**src/sv/mnc_ram.sv**
```systemverilog
// mnc_ram: generic single write port ram with registered read
module mnc_ram #(
  parameter int WIDTH = 16,
  parameter int DEPTH = 24
) (
  input  logic                                      clk,
  input  logic                                      we,
  input  logic [(DEPTH > 1 ? $clog2(DEPTH) : 1)-1:0] waddr,
  input  logic [WIDTH-1:0]                          wdata,
  input  logic [(DEPTH > 1 ? $clog2(DEPTH) : 1)-1:0] raddr,
  output logic [WIDTH-1:0]                          rdata
);

  logic [WIDTH-1:0] mem [DEPTH];

  // write and registered read
  always_ff @(posedge clk) begin
    if (we) begin
      mem[waddr] <= wdata;
    end
    rdata <= mem[raddr];
  end

endmodule

```
**config.mk**
```make
export PLATFORM = sky130hd
export DESIGN_NAME = mnc_ram
export DESIGN_NICKNAME = d
export VERILOG_FILES = /design/src/sv/mnc_ram.sv
export SDC_FILE = /design/constraint.sdc
export NUM_CORES = 1
export LEC_CHECK = 0
export BUFFER_PORTS_ARGS = -buffer_cell sky130_fd_sc_hd__buf_2
export CORE_AREA = 4 4 165 167
export CTS_BUF_LIST = sky130_fd_sc_hd__clkbuf_8
export DETAILED_ROUTE_END_ITERATION = 10
export DIE_AREA = 0 0 169 171
export GPL_ROUTABILITY_DRIVEN = 0
export PLACE_DENSITY = 0.76
export SLEW_MARGIN = 20
export SYNTH_ARGS = -nofsm -noshare
export SYNTH_HDL_FRONTEND = slang
export SYNTH_SLANG_ARGS = --single-unit
```
**constraint.sdc**
```tcl
create_clock -name clk -period 3.2 [get_ports clk]
set_input_delay 0.16 -clock clk [delete_from_list [all_inputs] [get_ports clk]]
set_output_delay 0.16 -clock clk [all_outputs]
set_load 0.01 [all_outputs]
```
==> results.txt <==
----------------------------------------------------
[Run status]
  Outcome ... complete, no violations

[Detailed routing]
  Starting DRT DRC Count ... 783
  Routed vias/inst ... 6.13
  Total vias in the final route ... 7360
  DR WL/cell ... 24.8 um
  WL final ... 29800 um
  DRC violations left ... 0
  Antenna-violating nets left ... 0
  First drt pass iteration count ... 5

[Floorplan]
  Area of the placeable core ... 25800 um2
  Die height ... 171 um
  Starting density of the core ... 59.2%
  Die X ... 169 um
  Row count ... 59
  Floorplan die area ... 28900 um2
  Count of pins on the block boundary ... 44

[STA]
  Final setup fails ... 0
  Achievable clock frequency ... 0.627 GHz
  Worst-margin pin slew ... 0.756 ns
  Final count of pins violating max slew ... 0
  RSZ-0062 raised after global routing ... false
  Final Hold Violating Endpoints ... 0
  Crit path setup slack, layout ... 1.60 ns
  Final Skew ... 0.0230 ns
  Worst hold slack across all endpoints ... 0.0360 ns
  Worst-case headroom to the max-slew limit ... 49.6%
  Min Tclk post-route ... 1.60 ns
  Period utilisation layout ... 49.9%
  Setup Total Neg Slack ... 0 ns

[Setup path]
  Worst setup EP type ... flip-flop
  CP Class ... primary input to flip-flop
  Worst endpoint required time ... 3.63 ns
  Slowest library cell on the worst path ... sky130_fd_sc_hd__and2_1
  Data arrival time of the critical path ... 2.02 ns
  R2R depth ... 4
  Critical path origin ... raddr[1]
  Setup slack, reg-to-reg ... 1.67 ns
  Critical R2R Capture ... rdata[12]$_DFF_P_
  Reg-to-reg startpoint ... mem[13][12]$_DFFE_PP_
  Series of cell instances along the critical path ... buf_2 -> and2_1 -> a2bb2oi_1 -> nand3_1 -> o311ai_0
  Largest fanout of any net on the critical path ... 27
  Critical Path Start Type ... primary input
  Slowest stage delay, CP ... 0.72 ns

[Yosys]
  Share of synthesized area occupied by flip-flops and latches ... 77.7%
  Area share of the largest cell type after synthesis ... 75.6%
  Biggest area consumer among synthesized cells ... sky130_fd_sc_hd__edfxtp_1
  Number of instances in the synthesized netlist ... 723
  EDFF count, synth ... 384
  Async set or reset register ratio after synthesis ... 0%
  Synth Flop Type ... sky130_fd_sc_hd__edfxtp_1
  Number of different library cells in the post-synthesis netlist ... 24
  Yosys warning count ... 0
  Post-synthesis sequential element count ... 400
  Synth Area per Inst ... 21.1 um2
  Cell area after synthesis ... 15300 um2
  Cell with the most instances after synthesis ... sky130_fd_sc_hd__edfxtp_1
  Cell types with the largest area share after synthesis ... sky130_fd_sc_hd__edfxtp_1 76%, sky130_fd_sc_hd__mux4_2 9.4%, sky130_fd_sc_hd__mux2i_1 5.2%
  Top post-synthesis cells by count ... 384 x sky130_fd_sc_hd__edfxtp_1, 80 x sky130_fd_sc_hd__mux2i_1, 64 x sky130_fd_sc_hd__mux4_2, 26 x sky130_fd_sc_hd__nor2_1, 18 x sky130_fd_sc_hd__nand2_1
  Post-Syn Nets ... 751

[Clocking]
  Number of buffers inserted during clock tree synthesis ... 57
  Worst-skew pair later-pin latency ... 0.58 ns
  Post-CTS setup buffers ... 0
  Hold buffer count at cts ... 0
  Total clock sinks ... 400
  Clk Tree Root Cell ... sky130_fd_sc_hd__clkbuf_8
  H-Tree Level Count ... 2
  Cells resized by post-CTS repair ... 0
  Max Root-Sink Buffers ... 3
  Clock input transition at the sequential cells of the worst setup and hold paths ... 0.06 ns
  CTS tree ... yes

[Place]
  HPWL after detailed placement ... 19000 um
  Worst slack at placement ... 0.988 ns
  Number of input and output port buffers inserted ... 43

[Power]
  Static Leak ... 5.70 nW
  Internal Dissipation ... 7.87 mW
  Clock network fraction of total power ... 36.2%
  Relative contribution of combinational cells to total power ... 5.3%
  Net load switching power ... 2.12 mW
  Net switching share of the total power ... 21.2%
  Power density over the cells ... 588 nW/um2
  Worst vdd rail ir drop ... 0.000346 V
  Reg power frac ... 58.6%

[Global routing]
  Via count of the first global-routing pass ... 7759
  Initial antenna violation count ... 0
  Overall routing resource usage ... 21.2%
  Grt ovf ... 0
  Global-route wire length before repair ... 46300 um
  Pin count of the biggest net entering global routing ... 40

[Layout]
  Area growth from synthesis to layout ... 11.4%
  Fraction of final layout cells sized beyond drive strength 1 ... 26.3%
  Filler Cell Count ... 1644
  Number of nets in the finished design ... 851
  Antenna cells ... 0

[Hold path]
  Hold EP ... mem[20][7]$_DFFE_PP_
  Startpoint of the tightest hold check path ... wdata[7]
  Class of the tightest hold or removal check ... primary input to flip-flop
  Hold path depth ... 1

[Run]
  Max-cap check violation count ... 0

----------------------------------------------------
[final cells by class]
type                       instances  area [um2]  share of cell area (%)
tap                              335         419                    2.47
clock buffer                      58         798                    4.70
sequential                       400       11900                    69.8
clock inverter                    44         233                    1.37
multi-input combinational        281        3150                    18.5
timing repair buffer              83         537                    3.16
[stage by stage]
step | instance area [um2] | std cells | power, mW | utilization [%]
floorplan | 15300 | 723 | 6.27 | -
global placement | 16000 | 1099 | 6.46 | 61.9
detailed placement | 16000 | 1099 | 6.49 | 61.9
CTS | 17000 | 1201 | 10.1 | 65.9
global route | 17000 | 1201 | 10.4 | 65.9
finish | 17000 | 1201 | 9.99 | 65.9
[sequential cells by signal, indices dropped and copies added (netlist names)]
| register | count |
|---|---|
| mem | 384 |
| rdata | 16 |
[placed cells by master (no fill, tap or decap), types with 2 or more instances in the layout]
cell	Yosys	routed
sky130_fd_sc_hd__edfxtp_1	384	384
sky130_fd_sc_hd__mux2i_1	80	80
sky130_fd_sc_hd__mux4_2	64	64
sky130_fd_sc_hd__clkbuf_8	0	58
sky130_fd_sc_hd__buf_2	16	41
sky130_fd_sc_hd__buf_4	8	40
sky130_fd_sc_hd__nor2_1	26	26
sky130_fd_sc_hd__nand2_1	18	18
sky130_fd_sc_hd__nand3_1	17	17
sky130_fd_sc_hd__inv_1	0	17
sky130_fd_sc_hd__a2bb2oi_1	16	16
sky130_fd_sc_hd__a22oi_1	16	16
sky130_fd_sc_hd__clkinv_1	0	16
sky130_fd_sc_hd__dfxtp_1	16	16
sky130_fd_sc_hd__o311ai_1	11	11
sky130_fd_sc_hd__o211ai_2	10	10
sky130_fd_sc_hd__clkinv_2	0	8
sky130_fd_sc_hd__o211ai_1	6	6
sky130_fd_sc_hd__o311ai_0	5	5
sky130_fd_sc_hd__nand3b_1	4	4
sky130_fd_sc_hd__nor2b_1	3	3
sky130_fd_sc_hd__and2_1	2	2
sky130_fd_sc_hd__or3b_2	2	2
sky130_fd_sc_hd__bufinv_16	0	2
[worst max-delay path by stage]
stage | endpoint | slack [ns]
after floorplan | mem[20][0]$_DFFE_PP_ | 1.33
after global placement | rdata[2]$_DFF_P_ | 1.06
after detailed placement | rdata[1]$_DFF_P_ | 0.99
after CTS | rdata[1]$_DFF_P_ | 1.61
after global routing | rdata[12]$_DFF_P_ | 1.48
final | rdata[10]$_DFF_P_ | 1.60
[critical path: cells and delay by family]
family          cells  cell delay [ns]
buf+inv             1             0.58
compound gates      2             0.35
simple gates        2             0.92
[power groups by stage]
stage               sequential, mW  clock (mW)  combinational (mW)
floorplan                     5.96           0               0.312
global placement              5.96           0               0.508
detailed placement            5.96           0               0.530
CTS                           5.85        3.67               0.532
global route                  5.85        3.93               0.570
finish                        5.85        3.61               0.526
[cells by family (layout without fill, tap and decap cells)]
kind of cell | Yosys count | after routing | synth area share, %
multiplexers | 144 | 144 | 14.7
buffers and inverters | 42 | 185 | 1.67
AO/OA/AOI/OAI | 64 | 64 | 3.74
flip-flops | 400 | 400 | 77.7
AND/OR/NAND/NOR | 73 | 73 | 2.20
[routing by layer]
layer	track usage, %	vias to the layer above	part of all wire [%]
met3	4.41	46	7.5
met5	0	-	0
met4	5.88	0	2.0
met1	30.4	3773	41
met2	34.2	328	49
li1	-	3213	-
Note: power is estimated with default switching activity, not from simulation.
